===== src/rtl/rpk_pkg.sv =====
`timescale 1ns / 1ps

package rpk_pkg;

  // Field and register widths
  localparam int unsigned ByteW  = 8;
  localparam int unsigned WordW  = 32;
  localparam int unsigned WidthW = 6;

  // Word width limits and reset value
  localparam logic [WidthW-1:0] WidthMin   = 6'd8;
  localparam logic [WidthW-1:0] WidthMax   = 6'd32;
  localparam logic [WidthW-1:0] WidthReset = 6'd10;

  // One registered input byte
  typedef struct packed {
    logic             valid;
    logic [ByteW-1:0] in_byte;
    logic             last_of_buffer;
  } rpk_item_t;

  // Result of one step toward the output register
  typedef struct packed {
    logic             step;
    logic             emit;
    logic [WordW-1:0] out_word;
  } rpk_result_t;

  // Clamp a raw width into the legal range
  function automatic logic [WidthW-1:0] clamp_width(input logic [WidthW-1:0] raw);
    logic [WidthW-1:0] w;
    w = raw;
    if (raw < WidthMin) begin
      w = WidthMin;
    end else if (raw > WidthMax) begin
      w = WidthMax;
    end
    return w;
  endfunction

endpackage


===== src/rtl/rpk_if.sv =====
`timescale 1ns / 1ps

// Byte input channel
interface rpk_byte_if;
  logic       valid;
  logic       ready;
  logic [7:0] in_byte;
  logic       last_of_buffer;

  modport source (output valid, output in_byte, output last_of_buffer, input ready);
  modport sink   (input valid, input in_byte, input last_of_buffer, output ready);
endinterface

// Word output channel
interface rpk_word_if;
  logic        valid;
  logic        ready;
  logic [31:0] out_word;

  modport source (output valid, output out_word, input ready);
  modport sink   (input valid, input out_word, output ready);
endinterface

// Width register write channel
interface rpk_cfg_if;
  logic       valid;
  logic       ready;
  logic [5:0] word_width;

  modport source (output valid, output word_width, input ready);
  modport sink   (input valid, input word_width, output ready);
endinterface


===== src/rtl/byte_to_nbit_word_repacker_top.sv =====
`timescale 1ns / 1ps

// Byte to N-bit word repacker.
// s_in carries bytes (in_byte, last_of_buffer); their bits enter MSB first.
// m_out carries completed words of word_width bits, zero-extended to 32 bits,
// the first received bit as the word's MSB. A byte yields zero or one word.
// s_cfg writes word_width (clamped to 8..32); each write clears the
// accumulator and restarts alignment. Write it only while the block is idle.
// A byte with last_of_buffer set emits a word only if it completes one, then drops
// leftover bits. A word is valid on m_out once its closing byte has passed
// the input register and then the output register.
// Throughput: one byte per cycle while m_out does not stall.
// Reset clears the valid flags of both registers, the accumulator and the bit
// count, and sets word_width to 10.
// When m_out stalls, the word holds in the output register and s_in.ready
// drops once the input register is also full; no transaction is lost.
module byte_to_nbit_word_repacker_top
  import rpk_pkg::*;
(
  input  logic        clk_i,
  input  logic        rst_ni,
  rpk_byte_if.sink    s_in,
  rpk_cfg_if.sink     s_cfg,
  rpk_word_if.source  m_out
);

  rpk_item_t   item;
  rpk_result_t result;
  logic        out_free;

  rpk_in_reg u_in_reg (
    .clk_i      (clk_i),
    .rst_ni     (rst_ni),
    .s_in       (s_in),
    .out_free_i (out_free),
    .item_o     (item)
  );

  rpk_core u_core (
    .clk_i      (clk_i),
    .rst_ni     (rst_ni),
    .s_cfg      (s_cfg),
    .item_i     (item),
    .out_free_i (out_free),
    .result_o   (result)
  );

  rpk_out_reg u_out_reg (
    .clk_i      (clk_i),
    .rst_ni     (rst_ni),
    .result_i   (result),
    .out_free_o (out_free),
    .m_out      (m_out)
  );

endmodule


===== src/rtl/rpk_in_reg.sv =====
`timescale 1ns / 1ps

module rpk_in_reg
  import rpk_pkg::*;
(
  input  logic           clk_i,
  input  logic           rst_ni,
  rpk_byte_if.sink       s_in,
  input  logic           out_free_i,
  output rpk_item_t      item_o
);

  logic                  valid_q, valid_d;
  logic [ByteW-1:0]      byte_q;
  logic                  last_q;
  logic                  load;

  // Take a new byte whenever the register is empty or drains this cycle
  assign s_in.ready = !valid_q || out_free_i;
  assign load       = s_in.ready;
  assign valid_d    = s_in.valid;

  always_ff @(posedge clk_i or negedge rst_ni) begin
    if (!rst_ni) begin
      valid_q <= 1'b0;
    end else if (load) begin
      valid_q <= valid_d;
    end
  end

  // Payload needs no reset
  always_ff @(posedge clk_i) begin
    if (load && s_in.valid) begin
      byte_q <= s_in.in_byte;
      last_q <= s_in.last_of_buffer;
    end
  end

  assign item_o.valid          = valid_q;
  assign item_o.in_byte        = byte_q;
  assign item_o.last_of_buffer = last_q;

endmodule


===== src/rtl/rpk_core.sv =====
`timescale 1ns / 1ps

module rpk_core
  import rpk_pkg::*;
(
  input  logic        clk_i,
  input  logic        rst_ni,
  rpk_cfg_if.sink     s_cfg,
  input  rpk_item_t   item_i,
  input  logic        out_free_i,
  output rpk_result_t result_o
);

  logic [WidthW-1:0]      width_q, width_d;
  logic [WordW-1:0]       acc_q, acc_d;
  logic [WidthW-1:0]      held_q, held_d;
  logic                   step;
  logic [WidthW:0]        sum;
  logic                   emit;
  logic [2:0]             shift;
  logic [WordW+ByteW-1:0] joined;
  logic [WordW-1:0]       mask;
  logic [WidthW-1:0]      mask_sh;
  logic [WordW+ByteW-1:0] aligned;

  assign s_cfg.ready = 1'b1;
  assign width_d     = clamp_width(s_cfg.word_width);

  // Advance one byte when the output register can take the result
  assign step = item_i.valid && out_free_i;

  // Bit count after this byte and whether a word completes inside it
  assign sum  = {1'b0, held_q} + (WidthW+1)'(ByteW);
  assign emit = (sum >= {1'b0, width_q});
  // Bits of this byte left over after the word closes
  assign shift = 3'(sum - {1'b0, width_q});

  assign joined  = {acc_q, item_i.in_byte};
  assign mask_sh = WidthMax - width_q;
  assign mask    = {WordW{1'b1}} >> mask_sh;
  assign aligned = joined >> shift;

  // Next accumulator and count; drop partial bits on the last byte
  always_comb begin
    acc_d  = joined[WordW-1:0] & mask;
    held_d = emit ? WidthW'(sum - {1'b0, width_q}) : WidthW'(sum);
    if (item_i.last_of_buffer) begin
      acc_d  = '0;
      held_d = '0;
    end
  end

  always_ff @(posedge clk_i or negedge rst_ni) begin
    if (!rst_ni) begin
      width_q <= WidthReset;
      acc_q   <= '0;
      held_q  <= '0;
    end else if (s_cfg.valid) begin
      // Restart word alignment on a width change
      width_q <= width_d;
      acc_q   <= '0;
      held_q  <= '0;
    end else if (step) begin
      acc_q  <= acc_d;
      held_q <= held_d;
    end
  end

  assign result_o.step     = step;
  assign result_o.emit     = emit;
  assign result_o.out_word = aligned[WordW-1:0] & mask;

endmodule


===== src/rtl/rpk_out_reg.sv =====
`timescale 1ns / 1ps

module rpk_out_reg
  import rpk_pkg::*;
(
  input  logic        clk_i,
  input  logic        rst_ni,
  input  rpk_result_t result_i,
  output logic        out_free_o,
  rpk_word_if.source  m_out
);

  logic             valid_q, valid_d;
  logic [WordW-1:0] word_q;

  // Register is free when empty or its word leaves this cycle
  assign out_free_o = !valid_q || m_out.ready;
  assign valid_d    = result_i.step && result_i.emit;

  always_ff @(posedge clk_i or negedge rst_ni) begin
    if (!rst_ni) begin
      valid_q <= 1'b0;
    end else if (out_free_o) begin
      valid_q <= valid_d;
    end
  end

  // Hold the word while the receiver stalls
  always_ff @(posedge clk_i) begin
    if (out_free_o && valid_d) begin
      word_q <= result_i.out_word;
    end
  end

  assign m_out.valid    = valid_q;
  assign m_out.out_word = word_q;

endmodule

===== src/flat_wrapper.sv =====
// flat-port wrapper written by rule: the top's interface ports become plain ports
module byte_to_nbit_word_repacker_top_flat import rpk_pkg::*;
  (clk_i, rst_ni, s_in_valid, s_in_in_byte, s_in_last_of_buffer, s_in_ready, s_cfg_valid, s_cfg_word_width, s_cfg_ready, m_out_valid, m_out_out_word, m_out_ready);
  rpk_byte_if s_in_i ();
  rpk_cfg_if s_cfg_i ();
  rpk_word_if m_out_i ();
  input  logic clk_i;
  input  logic rst_ni;
  input wire logic [$bits(s_in_i.valid)-1:0] s_in_valid;
  input wire logic [$bits(s_in_i.in_byte)-1:0] s_in_in_byte;
  input wire logic [$bits(s_in_i.last_of_buffer)-1:0] s_in_last_of_buffer;
  output wire logic [$bits(s_in_i.ready)-1:0] s_in_ready;
  input wire logic [$bits(s_cfg_i.valid)-1:0] s_cfg_valid;
  input wire logic [$bits(s_cfg_i.word_width)-1:0] s_cfg_word_width;
  output wire logic [$bits(s_cfg_i.ready)-1:0] s_cfg_ready;
  output wire logic [$bits(m_out_i.valid)-1:0] m_out_valid;
  output wire logic [$bits(m_out_i.out_word)-1:0] m_out_out_word;
  input wire logic [$bits(m_out_i.ready)-1:0] m_out_ready;
  assign s_in_i.valid = s_in_valid;
  assign s_in_i.in_byte = s_in_in_byte;
  assign s_in_i.last_of_buffer = s_in_last_of_buffer;
  assign s_in_ready = s_in_i.ready;
  assign s_cfg_i.valid = s_cfg_valid;
  assign s_cfg_i.word_width = s_cfg_word_width;
  assign s_cfg_ready = s_cfg_i.ready;
  assign m_out_valid = m_out_i.valid;
  assign m_out_out_word = m_out_i.out_word;
  assign m_out_i.ready = m_out_ready;
  byte_to_nbit_word_repacker_top u_core (.clk_i(clk_i), .rst_ni(rst_ni), .s_in(s_in_i), .s_cfg(s_cfg_i), .m_out(m_out_i));
endmodule

===== config.mk =====
export PLATFORM = sky130hd
export DESIGN_NAME = byte_to_nbit_word_repacker_top_flat
export DESIGN_NICKNAME = d
export VERILOG_FILES = /design/src/rtl/rpk_pkg.sv /design/src/rtl/rpk_if.sv /design/src/rtl/byte_to_nbit_word_repacker_top.sv /design/src/rtl/rpk_in_reg.sv /design/src/rtl/rpk_core.sv /design/src/rtl/rpk_out_reg.sv /design/src/flat_wrapper.sv
export SDC_FILE = /design/constraint.sdc
export NUM_CORES = 1
export LEC_CHECK = 0
export BUFFER_PORTS_ARGS = -buffer_cell sky130_fd_sc_hd__buf_2
export CAP_MARGIN = 15
export CORE_MARGIN = 4
export CORE_UTILIZATION = 64
export CTS_CLUSTER_DIAMETER = 60
export DETAILED_ROUTE_END_ITERATION = 6
export HOLD_SLACK_MARGIN = 0.15
export MAX_ROUTING_LAYER = met4
export PLACE_DENSITY_LB_ADDON = 0.15
export SLEW_MARGIN = 40
export SYNTH_ARGS = -nofsm -noshare
export SYNTH_HDL_FRONTEND = slang
export SYNTH_SLANG_ARGS = --single-unit

===== constraint.sdc =====
create_clock -name clk_i -period 6.43 [get_ports clk_i]
set_input_delay 0.9645 -clock clk_i [delete_from_list [all_inputs] [get_ports clk_i]]
set_output_delay 0.9645 -clock clk_i [all_outputs]
set_load 0.05 [all_outputs]

==> impl_table.tex, run 1 <==
\begin{tabular}{lr}
\hline
Metric & Value \\
\hline
\multicolumn{2}{l}{\textbf{STA}} \\
\quad Post-Route Setup TNS & 0 ns \\
\quad Number of setup violations in the final report & 0 \\
\quad Final critical delay including setup and external delays & 2.91 ns \\
\quad Transition time at the pin with the least slew margin & 0.793 ns \\
\quad Clock skew after layout & 0.0134 ns \\
\quad Final-report hold violation count & 0 \\
\quad Worst slew slack as a fraction of its limit & 46.7\% \\
\quad Top achievable clock speed & 0.344 GHz \\
\quad Period utilization & 45.3\% \\
\quad Slew Limit Fails & 0 \\
\quad Unrepaired setup endpoints after global routing & false \\
\multicolumn{2}{l}{\textbf{Worst hold path}} \\
\quad Hold Path Origin & u\_core.u\_core.acc\_q[30]\$\_DFFE\_PN0P\_ \\
\quad Min-delay worst type & register to register \\
\quad Endpoint of the worst hold-timing path & u\_core.u\_core.acc\_q[30]\$\_DFFE\_PN0P\_ \\
\quad Number of stages on the worst hold path & 1 \\
\multicolumn{2}{l}{\textbf{Power and ir drop}} \\
\quad Worst vdd ir & 188 uV \\
\quad Cell internal pwr & 1.03 mW \\
\quad Post-route total power & 1.82 mW \\
\quad Clock group share of total power & 20.2\% \\
\quad Combinational Power Share & 40.8\% \\
\quad Leakage power of the design & 2.31 nW \\
\quad Reg power frac & 39.0\% \\
\quad Total power density per cell area & 324 mW/mm2 \\
\quad Switching Fraction & 43.5\% \\
\quad Switching power summed over all nets & 793 uW \\
\multicolumn{2}{l}{\textbf{Global route}} \\
\quad Maximum number of pins on one net before global-route repair & 46 \\
\quad Wire length of the first global-routing pass & 20300 um \\
\quad Number of global-route vias before repair & 3997 \\
\quad GRT Resource Usage Total & 27.7\% \\
\quad Grt ovf & 0 \\
\quad Initial antenna violation count & 0 \\
\multicolumn{2}{l}{\textbf{Critical path}} \\
\quad List of cells traversed by the critical path & ha\_4 -> nor2b\_1 -> o21ai\_0 -> a41oi\_1 -> nor2\_2 -> buf\_4 \\
\quad Reg2Reg Depth & 6 \\
\quad Endpoint kind of the worst setup timing path & register \\
\quad Required arrival time at the worst endpoint & 6.46 ns \\
\quad Sort of element at the start of the critical path & register \\
\quad Maximum single-stage delay on the critical path & 0.74 ns \\
\quad Setup slack of the worst register-to-register path & 3.52 ns \\
\quad Worst reg2reg endpoint & u\_core.u\_out\_reg.m\_out.out\_word[22]\$\_DFFE\_PP\_ \\
\quad Crit-path max FO & 40 \\
\quad Kind of critical path & register to register \\
\quad Worst EP arrival & 2.94 ns \\
\quad Startpoint of the worst-slack reg-to-reg timing path & u\_core.u\_core.width\_q[0]\$\_DFFE\_PN0P\_ \\
\quad Cell with the largest stage delay on the worst path & sky130\_fd\_sc\_hd\_\_ha\_4 \\
\multicolumn{2}{l}{\textbf{Clock network}} \\
\quad Buffers from clock root to sink, at most & 2 \\
\quad Setup Fix Bufs, Post-CTS & 0 \\
\quad Root Buffer Master & sky130\_fd\_sc\_hd\_\_clkbuf\_8 \\
\quad Number of sinks handled by clock tree synthesis & 86 \\
\quad Cts-stage hold buffer count & 0 \\
\quad Inserted Clock Buffers & 9 \\
\quad Clock latency at the later pin of the worst-skew pair & 0.37 ns \\
\quad Resized cells post-CTS & 0 \\
\quad Max H-tree Level & 3 \\
\quad Clk slew on worst S/H paths & 0.09 ns \\
\quad CTS tree & done \\
\multicolumn{2}{l}{\textbf{Synthesis}} \\
\quad Yosys warning total & 0 \\
\quad Number of nets produced by synthesis & 482 \\
\quad Syn avg cell area & 11.3 um2 \\
\quad Synthesized instance count & 450 \\
\quad Cell with the most instances after synthesis & sky130\_fd\_sc\_hd\_\_nand2\_1 \\
\quad Combined area of all synthesized cells & 0.00510 mm2 \\
\quad Portion of synthesized cell area occupied by the leading cell type & 24.1\% \\
\quad Post-synth EDFFs & 41 \\
\quad Top cells by area, synth & sky130\_fd\_sc\_hd\_\_edfxtp\_1 (24\%), sky130\_fd\_sc\_hd\_\_dfrtp\_1 (21\%), sky130\_fd\_sc\_hd\_\_mux4\_2 (9.3\%) \\
\quad Commonest cells in the netlist & sky130\_fd\_sc\_hd\_\_nand2\_1 (63), sky130\_fd\_sc\_hd\_\_dfrtp\_1 (43), sky130\_fd\_sc\_hd\_\_edfxtp\_1 (41) \\
\quad Async set or reset register ratio after synthesis & 52.3\% \\
\quad Count of different cell masters after synthesis & 60 \\
\quad \#FFs+latches synth & 86 \\
\quad Cell type contributing the most total cell area after synthesis & sky130\_fd\_sc\_hd\_\_edfxtp\_1 \\
\quad Share of synthesized area occupied by flip-flops and latches & 46.2\% \\
\quad Most instantiated flip-flop cell in the synthesis netlist & sky130\_fd\_sc\_hd\_\_dfrtp\_1 \\
\multicolumn{2}{l}{\textbf{Floorplanning}} \\
\quad Io pins & 55 \\
\quad Die width & 97.3 um \\
\quad Floorplan die area & 0.00947 mm2 \\
\quad Std cell rows & 32 \\
\quad Vertical die dimension & 97.3 um \\
\quad Initial core utilization & 66.1\% \\
\quad Core area & 0.00773 mm2 \\
\multicolumn{2}{l}{\textbf{Final layout}} \\
\quad Share of final-layout standard cells stronger than drive strength 1 & 25.1\% \\
\quad ANT cells & 0 \\
\quad Layout overhead on the synthesized area & 10.2\% \\
\quad Total Nets Final & 525 \\
\quad Final Cell Area & 0.00562 mm2 \\
\multicolumn{2}{l}{\textbf{Place}} \\
\quad Count of buffers inserted at the top-level ports & 53 \\
\quad Gpl congestion & 0.942 \\
\quad Cell Area, Placed & 0.00544 mm2 \\
\quad Detailed Place HPWL & 8850 um \\
\multicolumn{2}{l}{\textbf{Detailed routing}} \\
\quad Iteration-0 DRC count of the detailed router & 372 \\
\quad Detailed-route wire length per cell & 20.7 um \\
\quad Post-route DRC & 0 \\
\quad Number of nets with antenna violations after detailed routing & 0 \\
\quad Vias after detailed routing & 4012 \\
\quad Avg Vias per Cell & 6.69 \\
\quad DRT Wirelength & 12400 um \\
\quad Count of TritonRoute iterations in the first routing pass & 5 \\
\multicolumn{2}{l}{\textbf{Status}} \\
\quad Outcome & finished clean \\
\multicolumn{2}{l}{\textbf{Run}} \\
\quad Max-cap violation count & 0 \\
\hline
\end{tabular}
## cell families after synthesis
kind of cell	after synthesis	synth area share, %
AO/OA/AOI/OAI	108	16.3
XOR/XNOR	11	1.89
adder cells (fa/ha/maj)	12	3.09
buffers and inverters	46	4.04
flip-flops	86	46.2
multiplexers	54	15.8
other	1	0.0735
AND/OR/NAND/NOR	132	12.6
## routing by layer
layer	wire length [um]	vias to the layer above	share of wire (%)	GRT usage, %
met5	0	-	0	-
met4	396	0	3.2	12.9
met3	1180	44	9.5	5.74
met2	5950	233	48	42.3
met1	4900	1944	39	35.9
li1	-	1791	-	-
## sequential cells by signal (all words and copies together), names as in the netlist
| name | flops |
|---|---|
| u_core.u_in_reg.last_q | 1 |
| u_core.u_out_reg.m_out.valid | 1 |
| u_core.u_in_reg.valid_q | 1 |
| u_core.u_core.held_q | 6 |
| u_core.u_core.width_q | 6 |
| u_core.u_out_reg.m_out.out_word | 32 |
| u_core.u_core.acc_q | 31 |
| u_core.u_in_reg.byte_q | 8 |
## worst max-delay path by stage
stage	slack (ns)	depth (start not counted)	to	start
after floorplan	3.08	6	u_core.u_out_reg.m_out.out_word[0]$_DFFE_PP_	u_core.u_core.held_q[3]$_DFFE_PN0P_
after global placement	3.29	6	u_core.u_out_reg.m_out.out_word[30]$_DFFE_PP_	u_core.u_core.width_q[0]$_DFFE_PN0P_
after detailed placement	3.56	6	u_core.u_out_reg.m_out.out_word[17]$_DFFE_PP_	u_core.u_core.width_q[0]$_DFFE_PN0P_
after CTS	3.53	6	u_core.u_out_reg.m_out.out_word[17]$_DFFE_PP_	u_core.u_core.width_q[0]$_DFFE_PN0P_
after global routing	3.28	6	u_core.u_out_reg.m_out.out_word[20]$_DFFE_PP_	u_core.u_core.width_q[0]$_DFFE_PN0P_
final	3.52	6	u_core.u_out_reg.m_out.out_word[22]$_DFFE_PP_	u_core.u_core.width_q[0]$_DFFE_PN0P_
## through the flow
step / worst slack (ns) / hold slack (ns) / std cells / util [%]
after floorplan: 3.08 / 0.461 / 450 / -
after global placement: 3.29 / 0.489 / 584 / 70.3
after detailed placement: 3.56 / 0.499 / 584 / 70.4
after CTS: 3.53 / 0.521 / 600 / 72.8
after global routing: 3.28 / 0.561 / 600 / 72.8
final: 3.52 / 0.518 / 600 / 72.8
## layout make-up
type / instances / area [um2]
Clock inverter: 7 / 57.6
Multi-Input combinational cell: 318 / 2570
Inverter: 19 / 71.3
Sequential cell: 86 / 2360
Clock buffer: 9 / 124
Timing Repair Buffer: 59 / 313
Fill cell: 548 / 2100
Tap cell: 102 / 128
## cell usage in the layout (no fill, tap or decap), types with 3 or more instances in the layout
cell                       Yosys  routed
sky130_fd_sc_hd__a211oi_1      4       4
sky130_fd_sc_hd__a21boi_0     10      10
sky130_fd_sc_hd__a21oi_1      21      21
sky130_fd_sc_hd__a221oi_1      8       8
sky130_fd_sc_hd__a22o_1        6       6
sky130_fd_sc_hd__a32o_1       24      24
sky130_fd_sc_hd__and2_1        4       4
sky130_fd_sc_hd__buf_2         6      52
sky130_fd_sc_hd__buf_4         1       7
sky130_fd_sc_hd__clkbuf_8      0       9
sky130_fd_sc_hd__dfrtp_1      43      43
sky130_fd_sc_hd__edfxtp_1     41      41
sky130_fd_sc_hd__ha_1         11      10
sky130_fd_sc_hd__inv_1        19      19
sky130_fd_sc_hd__mux2i_1      31      31
sky130_fd_sc_hd__mux4_2       21      21
sky130_fd_sc_hd__nand2_1      63      63
sky130_fd_sc_hd__nand2b_1      4       4
sky130_fd_sc_hd__nand3_1       5       5
sky130_fd_sc_hd__nor2_1       16      14
sky130_fd_sc_hd__nor2b_1       5       5
sky130_fd_sc_hd__nor3_1       11      11
sky130_fd_sc_hd__nor3b_1       7       7
sky130_fd_sc_hd__o21ai_0      11      11
sky130_fd_sc_hd__o21ai_2       3       3
sky130_fd_sc_hd__o22ai_1       4       4
sky130_fd_sc_hd__or2_2         8       8
sky130_fd_sc_hd__xnor2_1       7       6
sky130_fd_sc_hd__xor2_1        4       3
## worst max-delay path: cells and delay by family (launching register included)
family                   cells  cell delay, ns
AO/OA/AOI/OAI                2            0.66
adder cells (fa/ha/maj)      1            0.74
buffers and inverters        1            0.36
flip-flops                   1            0.48
AND/OR/NAND/NOR              2            0.30
## power by group through the flow
stage          sequential (mW)  clock (mW)  combinational [mW]
2_1_floorplan            0.906           0               0.378
3_3_place_gp             0.718           0               0.725
3_5_place_dp             0.722           0               0.739
4_1_cts                  0.710       0.370               0.740
5_1_grt                  0.719       0.391               0.797
6_report                 0.710       0.367               0.743
Note: power is estimated with default switching activity, not from simulation.
==> inputs of run 2 (changes only) <==
--- a/config.mk
+++ b/config.mk
@@ -5,10 +5,11 @@
 export SDC_FILE = /design/constraint.sdc
 export NUM_CORES = 1
 export LEC_CHECK = 0
+export ABC_AREA = 1
 export BUFFER_PORTS_ARGS = -buffer_cell sky130_fd_sc_hd__buf_2
 export CAP_MARGIN = 15
 export CORE_MARGIN = 4
-export CORE_UTILIZATION = 64
+export CORE_UTILIZATION = 60
 export CTS_CLUSTER_DIAMETER = 60
 export DETAILED_ROUTE_END_ITERATION = 6
 export HOLD_SLACK_MARGIN = 0.15
==> constraint.sdc (replaced) <==
create_clock -name clk_i -period 2.9 [get_ports clk_i]
set_input_delay 0.435 -clock clk_i [delete_from_list [all_inputs] [get_ports clk_i]]
set_output_delay 0.435 -clock clk_i [all_outputs]
set_load 0.05 [all_outputs]
==> impl_table.tex, run 2 <==
\begin{tabular}{lr}
\hline
Metric & Value \\
\hline
\multicolumn{2}{l}{\textbf{Status}} \\
\quad Outcome & finished clean \\
\multicolumn{2}{l}{\textbf{Critical path}} \\
\quad Sort of element at the start of the critical path & register \\
\quad Crit-path max FO & 32 \\
\quad Reg2Reg Depth & 9 \\
\quad Launch point of the worst path & u\_core.u\_core.held\_q[3]\$\_DFFE\_PN0P\_ \\
\quad Endpoint kind of the worst setup timing path & register \\
\quad Setup slack of the worst register-to-register path & 0.32 ns \\
\quad Worst EP arrival & 2.60 ns \\
\quad Required arrival time at the worst endpoint & 2.91 ns \\
\quad Kind of critical path & register to register \\
\quad Worst reg2reg endpoint & u\_core.u\_out\_reg.m\_out.out\_word[30]\$\_DFFE\_PP\_ \\
\quad Startpoint of the worst-slack reg-to-reg timing path & u\_core.u\_core.held\_q[3]\$\_DFFE\_PN0P\_ \\
\multicolumn{2}{l}{\textbf{Synthesis}} \\
\quad Syn avg cell area & 7.08 um2 \\
\quad Synthesized instance count & 768 \\
\quad Cell with the most instances after synthesis & sky130\_fd\_sc\_hd\_\_nand2\_1 \\
\quad \#FFs+latches synth & 86 \\
\quad Async set or reset register ratio after synthesis & 52.3\% \\
\quad Count of different cell masters after synthesis & 32 \\
\quad Post-synth EDFFs & 41 \\
\quad Yosys warning total & 0 \\
\quad Combined area of all synthesized cells & 0.00544 mm2 \\
\quad Commonest cells in the netlist & sky130\_fd\_sc\_hd\_\_nand2\_1 (331), sky130\_fd\_sc\_hd\_\_inv\_1 (67), sky130\_fd\_sc\_hd\_\_nor2\_1 (59) \\
\quad Number of nets produced by synthesis & 800 \\
\quad Top cells by area, synth & sky130\_fd\_sc\_hd\_\_nand2\_1 (23\%), sky130\_fd\_sc\_hd\_\_edfxtp\_1 (23\%), sky130\_fd\_sc\_hd\_\_dfrtp\_1 (20\%) \\
\quad Portion of synthesized cell area occupied by the leading cell type & 22.8\% \\
\quad Most instantiated flip-flop cell in the synthesis netlist & sky130\_fd\_sc\_hd\_\_dfrtp\_1 \\
\quad Cell type contributing the most total cell area after synthesis & sky130\_fd\_sc\_hd\_\_nand2\_1 \\
\quad Share of synthesized area occupied by flip-flops and latches & 43.4\% \\
\multicolumn{2}{l}{\textbf{Final layout}} \\
\quad Share of final-layout standard cells stronger than drive strength 1 & 13.8\% \\
\quad Layout overhead on the synthesized area & 9.41\% \\
\quad Total Nets Final & 840 \\
\quad Core utilization of the finished layout & 67.9\% \\
\quad Largest register FFs & 32 \\
\quad Commonest non-fill, non-tap cell in the layout & sky130\_fd\_sc\_hd\_\_nand2\_1 \\
\quad ANT cells & 0 \\
\quad Commonest non-fill, non-tap cells in the layout & sky130\_fd\_sc\_hd\_\_nand2\_1 (331), sky130\_fd\_sc\_hd\_\_inv\_1 (67), sky130\_fd\_sc\_hd\_\_nor2\_1 (58), sky130\_fd\_sc\_hd\_\_o21ai\_0 (55), sky130\_fd\_sc\_hd\_\_buf\_2 (53) \\
\quad Layout filler cell count & 759 \\
\multicolumn{2}{l}{\textbf{STA}} \\
\quad Worst slew slack as a fraction of its limit & 59.7\% \\
\quad Post-Route Setup TNS & 0 ns \\
\quad Final critical delay including setup and external delays & 2.58 ns \\
\quad Clock skew after layout & 0.0147 ns \\
\quad Number of setup violations in the final report & 0 \\
\quad Top achievable clock speed & 0.387 GHz \\
\quad Period utilization & 89.1\% \\
\quad Slew Limit Fails & 0 \\
\quad Transition time at the pin with the least slew margin & 0.604 ns \\
\quad Unrepaired setup endpoints after global routing & false \\
\quad Final-report hold violation count & 0 \\
\multicolumn{2}{l}{\textbf{Power and ir drop}} \\
\quad Reg power frac & 35.3\% \\
\quad Total power density per cell area & 724 mW/mm2 \\
\quad Switching Fraction & 44.5\% \\
\quad Clock group share of total power & 20.2\% \\
\quad Cell internal pwr & 2.39 mW \\
\quad Worst vdd ir & 411 uV \\
\quad Combinational Power Share & 44.6\% \\
\quad Leakage power of the design & 3.03 nW \\
\quad Switching power summed over all nets & 1.92 mW \\
\multicolumn{2}{l}{\textbf{Global route}} \\
\quad Wire length of the first global-routing pass & 23000 um \\
\quad Grt ovf & 0 \\
\quad Most Crowded Layer GR & met2 \\
\quad GRT Resource Usage Total & 28.6\% \\
\quad Maximum number of pins on one net before global-route repair & 68 \\
\quad Number of global-route vias before repair & 4768 \\
\quad Initial antenna violation count & 0 \\
\quad Met1 track demand over resource in global routing & 37.6\% \\
\quad Met2 Resource Use GR & 45.9\% \\
\quad Met3 track utilization from global routing & 3.09\% \\
\multicolumn{2}{l}{\textbf{Clock network}} \\
\quad Buffers from clock root to sink, at most & 2 \\
\quad Max H-tree Level & 3 \\
\quad Number of sinks handled by clock tree synthesis & 86 \\
\quad CTS tree & done \\
\quad Clk slew on worst S/H paths & 0.09 ns \\
\quad Root Buffer Master & sky130\_fd\_sc\_hd\_\_clkbuf\_8 \\
\quad Inserted Clock Buffers & 9 \\
\quad Resized cells post-CTS & 0 \\
\quad Clock latency at the later pin of the worst-skew pair & 0.36 ns \\
\multicolumn{2}{l}{\textbf{Worst hold path}} \\
\quad Endpoint of the worst hold-timing path & u\_core.u\_in\_reg.byte\_q[4]\$\_DFFE\_PP\_ \\
\quad Min-delay worst type & input port to register \\
\quad Hold Path Origin & s\_in\_in\_byte[4] \\
\quad Number of stages on the worst hold path & 1 \\
\multicolumn{2}{l}{\textbf{Detailed routing}} \\
\quad Number of nets with antenna violations after detailed routing & 0 \\
\quad Iteration-0 DRC count of the detailed router & 538 \\
\quad Count of TritonRoute iterations in the first routing pass & 5 \\
\quad Post-route DRC & 0 \\
\quad Detailed-route wire length per cell & 15.2 um \\
\quad Vias after detailed routing & 5090 \\
\quad Avg Vias per Cell & 5.53 \\
\quad DRT Wirelength & 14000 um \\
\multicolumn{2}{l}{\textbf{Place}} \\
\quad Gpl congestion & 0.954 \\
\quad Detailed Place HPWL & 10100 um \\
\quad Count of buffers inserted at the top-level ports & 53 \\
\multicolumn{2}{l}{\textbf{Floorplanning}} \\
\quad Floorplan die area & 0.0107 mm2 \\
\quad Initial core utilization & 62.1\% \\
\quad Vertical die dimension & 103 um \\
\quad Die width & 103 um \\
\quad Std cell rows & 34 \\
\quad Io pins & 55 \\
\quad Core area & 0.00876 mm2 \\
\multicolumn{2}{l}{\textbf{Run}} \\
\quad Max-cap violation count & 0 \\
\hline
\end{tabular}
==> run 2: cell types whose count changed after synthesis, moves of 12 or more <==
cell	before	now
sky130_fd_sc_hd__nand2_1	63	331
sky130_fd_sc_hd__inv_1	19	67
sky130_fd_sc_hd__o21ai_0	11	55
sky130_fd_sc_hd__nor2_1	16	59
sky130_fd_sc_hd__nand3_1	5	41
sky130_fd_sc_hd__mux2i_1	31	0
sky130_fd_sc_hd__a32o_1	24	0
sky130_fd_sc_hd__mux4_2	21	0
sky130_fd_sc_hd__o21ai_1	0	13
sky130_fd_sc_hd__nand2_2	0	12
==> run 2: power groups by stage <==
stage	Combinational, mW	Sequential [mW]	Clock, mW
after floorplan	1.12	1.89	0
after global placement	1.86	1.54	0
after detailed placement	1.89	1.55	0
after CTS	1.90	1.52	0.881
after global routing	2.12	1.53	0.924
final	1.92	1.52	0.869
==> run 2: logic make-up after synthesis <==
kind of cell    Yosys count  synth area share [%]
xor+xnor                  3                 0.966
flops                    86                  43.4
compound gates           92                  8.65
fa+ha+maj                12                  2.90
buf+inv                 109                  8.72
other cells               1                0.0689
simple gates            465                  35.3
==> run 2: critical path, stage by stage (launching register included) <==
cell	delay (ns)
sky130_fd_sc_hd__dfrtp_1	0.43
sky130_fd_sc_hd__ha_1	0.33
sky130_fd_sc_hd__ha_1	0.38
sky130_fd_sc_hd__nand2_1	0.12
sky130_fd_sc_hd__nor2_1	0.12
sky130_fd_sc_hd__nand2_1	0.12
sky130_fd_sc_hd__nand2_2	0.16
sky130_fd_sc_hd__inv_1	0.08
sky130_fd_sc_hd__nor2_2	0.08
sky130_fd_sc_hd__buf_4	0.38
==> run 2: repair_timing <==
| item | in CTS | in global routing |
|---|---|---|
| endpoints found under the hold margin | 21 | 0 |
| hold buffers | 1 | 0 |
| buffers inserted | 0 | 0 |
==> run 2: worst max-delay path by stage <==
stage	to	cells after the start
global placement	u_core.u_out_reg.m_out.out_word[19]$_DFFE_PP_	9
finish	u_core.u_out_reg.m_out.out_word[30]$_DFFE_PP_	9
CTS	u_core.u_out_reg.m_out.out_word[15]$_DFFE_PP_	9
global route	u_core.u_out_reg.m_out.out_word[17]$_DFFE_PP_	9
detailed placement	u_core.u_out_reg.m_out.out_word[12]$_DFFE_PP_	9
floorplan	u_core.u_out_reg.m_out.out_word[0]$_DFFE_PP_	8
==> run 2: area by class of cell <==
class | count | area (um2) | area share, %
multi-input cells | 573 | 2610 | 43.8
flip-flops and latches | 86 | 2360 | 39.7
repair buffers | 66 | 378 | 6.35
inverters | 72 | 270 | 4.54
clock buffers | 11 | 141 | 2.38
well taps | 108 | 135 | 2.27
clock inverters | 5 | 58.8 | 0.988
==> run 2: routing by layer <==
metal,vias up,part of all wire [%]
met1,2291,42
li1,2510,-
met4,0,3.0
met5,-,0
met2,252,47
met3,37,8.2
==> run 2: through the flow <==
| stage | cell area, um2 | cells | setup slack [ns] | hold WS [ns] | total power [mW] |
|---|---|---|---|---|---|
| after CTS | 5950 | 921 | 0.313 | 0.231 | 4.30 |
| after global routing | 5950 | 921 | 0.139 | 0.239 | 4.57 |
| after floorplan | 5440 | 768 | 0.155 | 0.139 | 3.01 |
| after global placement | 5740 | 904 | 0.473 | 0.463 | 3.40 |
| after detailed placement | 5740 | 904 | 0.330 | 0.459 | 3.43 |
| final | 5950 | 921 | 0.316 | 0.237 | 4.31 |
==> inputs of run 3 (changes only) <==
--- a/config.mk
+++ b/config.mk
@@ -5,11 +5,10 @@
 export SDC_FILE = /design/constraint.sdc
 export NUM_CORES = 1
 export LEC_CHECK = 0
-export ABC_AREA = 1
 export BUFFER_PORTS_ARGS = -buffer_cell sky130_fd_sc_hd__buf_2
 export CAP_MARGIN = 15
 export CORE_MARGIN = 4
-export CORE_UTILIZATION = 60
+export CORE_UTILIZATION = 59
 export CTS_CLUSTER_DIAMETER = 60
 export DETAILED_ROUTE_END_ITERATION = 6
 export HOLD_SLACK_MARGIN = 0.15
==> impl_table.tex, run 3 (synthesis results as in run 1) <==
\begin{tabular}{lr}
\hline
Metric & Value \\
\hline
\multicolumn{2}{l}{\textbf{Status}} \\
\quad Outcome & finished clean \\
\multicolumn{2}{l}{\textbf{Critical path}} \\
\quad Worst EP arrival & 2.75 ns \\
\quad Endpoint kind of the worst setup timing path & register \\
\quad Reg2Reg Depth & 7 \\
\quad Sort of element at the start of the critical path & register \\
\quad Kind of critical path & register to register \\
\quad Crit-path max FO & 32 \\
\quad Required arrival time at the worst endpoint & 2.97 ns \\
\multicolumn{2}{l}{\textbf{STA}} \\
\quad Period utilization & 92.5\% \\
\quad Clock skew after layout & 0.0102 ns \\
\quad Number of setup violations in the final report & 0 \\
\quad Slew Limit Fails & 0 \\
\quad Top achievable clock speed & 0.373 GHz \\
\quad Worst slew slack as a fraction of its limit & 52.2\% \\
\quad Final-report hold violation count & 0 \\
\quad Final critical delay including setup and external delays & 2.68 ns \\
\quad Unrepaired setup endpoints after global routing & false \\
\quad Transition time at the pin with the least slew margin & 0.707 ns \\
\quad Post-Route Setup TNS & 0 ns \\
\multicolumn{2}{l}{\textbf{Clock network}} \\
\quad Root Buffer Master & sky130\_fd\_sc\_hd\_\_clkbuf\_8 \\
\quad Number of sinks handled by clock tree synthesis & 86 \\
\quad Clock latency at the later pin of the worst-skew pair & 0.36 ns \\
\quad Resized cells post-CTS & 0 \\
\quad Inserted Clock Buffers & 9 \\
\quad Max H-tree Level & 3 \\
\quad Clk slew on worst S/H paths & 0.09 ns \\
\quad Setup Fix Bufs, Post-CTS & 0 \\
\quad CTS tree & done \\
\quad Buffers from clock root to sink, at most & 2 \\
\multicolumn{2}{l}{\textbf{Global route}} \\
\quad GRT Resource Usage Total & 25.9\% \\
\quad Number of global-route vias before repair & 3931 \\
\quad Initial antenna violation count & 0 \\
\quad Maximum number of pins on one net before global-route repair & 46 \\
\quad Wire length of the first global-routing pass & 19900 um \\
\quad Grt ovf & 0 \\
\multicolumn{2}{l}{\textbf{Detailed routing}} \\
\quad Avg Vias per Cell & 6.55 \\
\quad Detailed-route wire length per cell & 20.0 um \\
\quad Post-route DRC & 0 \\
\quad Count of TritonRoute iterations in the first routing pass & 5 \\
\quad DRT Wirelength & 12200 um \\
\quad Iteration-0 DRC count of the detailed router & 365 \\
\quad Number of nets with antenna violations after detailed routing & 0 \\
\quad Vias after detailed routing & 4001 \\
\multicolumn{2}{l}{\textbf{Power and ir drop}} \\
\quad Reg power frac & 39.3\% \\
\quad Total power density per cell area & 706 mW/mm2 \\
\quad Worst vdd ir & 577 uV \\
\quad Switching Fraction & 42.3\% \\
\quad Clock group share of total power & 19.3\% \\
\quad Cell internal pwr & 2.32 mW \\
\quad Combinational Power Share & 41.4\% \\
\quad Leakage power of the design & 2.35 nW \\
\quad Switching power summed over all nets & 1.70 mW \\
\multicolumn{2}{l}{\textbf{Worst hold path}} \\
\quad Min-delay worst type & input port to register \\
\quad Number of stages on the worst hold path & 1 \\
\multicolumn{2}{l}{\textbf{Floorplanning}} \\
\quad Core area & 0.00830 mm2 \\
\quad Floorplan die area & 0.0102 mm2 \\
\quad Initial core utilization & 61.5\% \\
\quad Vertical die dimension & 101 um \\
\quad Std cell rows & 33 \\
\quad Io pins & 55 \\
\quad Die width & 101 um \\
\multicolumn{2}{l}{\textbf{Place}} \\
\quad Detailed Place HPWL & 8990 um \\
\quad Count of buffers inserted at the top-level ports & 53 \\
\quad Cell Area, Placed & 0.00549 mm2 \\
\quad Gpl congestion & 0.936 \\
\quad Placed cell count & 594 \\
\multicolumn{2}{l}{\textbf{Final layout}} \\
\quad Commonest non-fill, non-tap cells in the layout & sky130\_fd\_sc\_hd\_\_nand2\_1 (63), sky130\_fd\_sc\_hd\_\_buf\_2 (52), sky130\_fd\_sc\_hd\_\_dfrtp\_1 (43), sky130\_fd\_sc\_hd\_\_edfxtp\_1 (41), sky130\_fd\_sc\_hd\_\_mux2i\_1 (31) \\
\quad Layout filler cell count & 652 \\
\quad Post-route non-filler standard cell count & 611 \\
\quad Multi-input gate area & 0.00257 mm2 \\
\quad Largest register FFs & 32 \\
\quad Commonest non-fill, non-tap cell in the layout & sky130\_fd\_sc\_hd\_\_nand2\_1 \\
\quad Area taken by flip-flops and latches & 0.00236 mm2 \\
\quad Layout overhead on the synthesized area & 11.4\% \\
\quad Total Nets Final & 533 \\
\quad Share of final-layout standard cells stronger than drive strength 1 & 26.1\% \\
\quad Final Cell Area & 0.00569 mm2 \\
\quad ANT cells & 0 \\
\multicolumn{2}{l}{\textbf{Run}} \\
\quad Max-cap violation count & 0 \\
\hline
\end{tabular}
-- run 3: what timing repair did --
item	CTS	global route
hold endpoints to repair	43	0
setup endpoints to repair	0	0
hold buffers	1	0
-- run 3: worst max-delay path, stage by stage (launching register included) --
cell and delay [ns]:
sky130_fd_sc_hd__dfrtp_1 0.42, sky130_fd_sc_hd__ha_1 0.34, sky130_fd_sc_hd__ha_1 0.37, sky130_fd_sc_hd__a21oi_1 0.19, sky130_fd_sc_hd__o21ai_0 0.13, sky130_fd_sc_hd__a41oi_1 0.58
sky130_fd_sc_hd__nor2_2 0.08, sky130_fd_sc_hd__buf_4 0.27
-- run 3: routing by layer --
metal	GRT usage, %	routed length, um	part of all wire, %	vias to the layer above
li1	-	-	-	1804
met1	32.8	4730	39	1977
met2	42.3	6160	50	201
met3	4.57	1090	8.9	19
met4	9.30	219	1.8	0
met5	-	0	0	-
-- run 3: power groups by stage --
stage	combinational, mW	clock (mW)	sequential, mW
global route	1.78	0.843	1.59
detailed placement	1.65	0	1.60
floorplan	0.842	0	2.01
finish	1.66	0.775	1.58
global placement	1.63	0	1.59
CTS	1.66	0.785	1.58
-- run 3: through the flow --
step | setup slack, ns | hold slack (ns) | utilization [%] | power [mW]
finish | 0.218 | 0.246 | 68.5 | 4.02
global route | 0.00607 | 0.227 | 68.5 | 4.22
CTS | 0.257 | 0.233 | 68.4 | 4.02
detailed placement | 0.278 | 0.469 | 66.1 | 3.26
global placement | 0.370 | 0.486 | 66.1 | 3.22
floorplan | 0.0642 | 0.139 | - | 2.85
-- run 3: path summary, 6_finish.rpt --
path	start	end	slack (ns)
max	u_core.u_core.held_q[3]$_DFFE_PN0P_	u_core.u_out_reg.m_out.out_word[24]$_DFFE_PP_	0.22
min	s_in_in_byte[5]	u_core.u_in_reg.byte_q[5]$_DFFE_PP_	0.25
max reg2reg	u_core.u_core.held_q[3]$_DFFE_PN0P_	u_core.u_out_reg.m_out.out_word[24]$_DFFE_PP_	0.22
min reg2reg	u_core.u_in_reg.byte_q[0]$_DFFE_PP_	u_core.u_core.acc_q[0]$_DFFE_PN0P_	0.52
max in group asynchronous	rst_ni	u_core.u_core.held_q[1]$_DFFE_PN0P_	1.88
min in group asynchronous	rst_ni	u_core.u_core.held_q[5]$_DFFE_PN0P_	0.61
-- run 3: cell type report --
| type | count | share of cell area, % |
|---|---|---|
| multi-input combinational | 318 | 45.2 |
| sequential | 86 | 41.5 |
| timing repair buffer | 67 | 6.60 |
| clock buffer | 10 | 2.42 |
| tap | 105 | 2.31 |
| inverter | 19 | 1.25 |
| clock inverter | 6 | 0.748 |
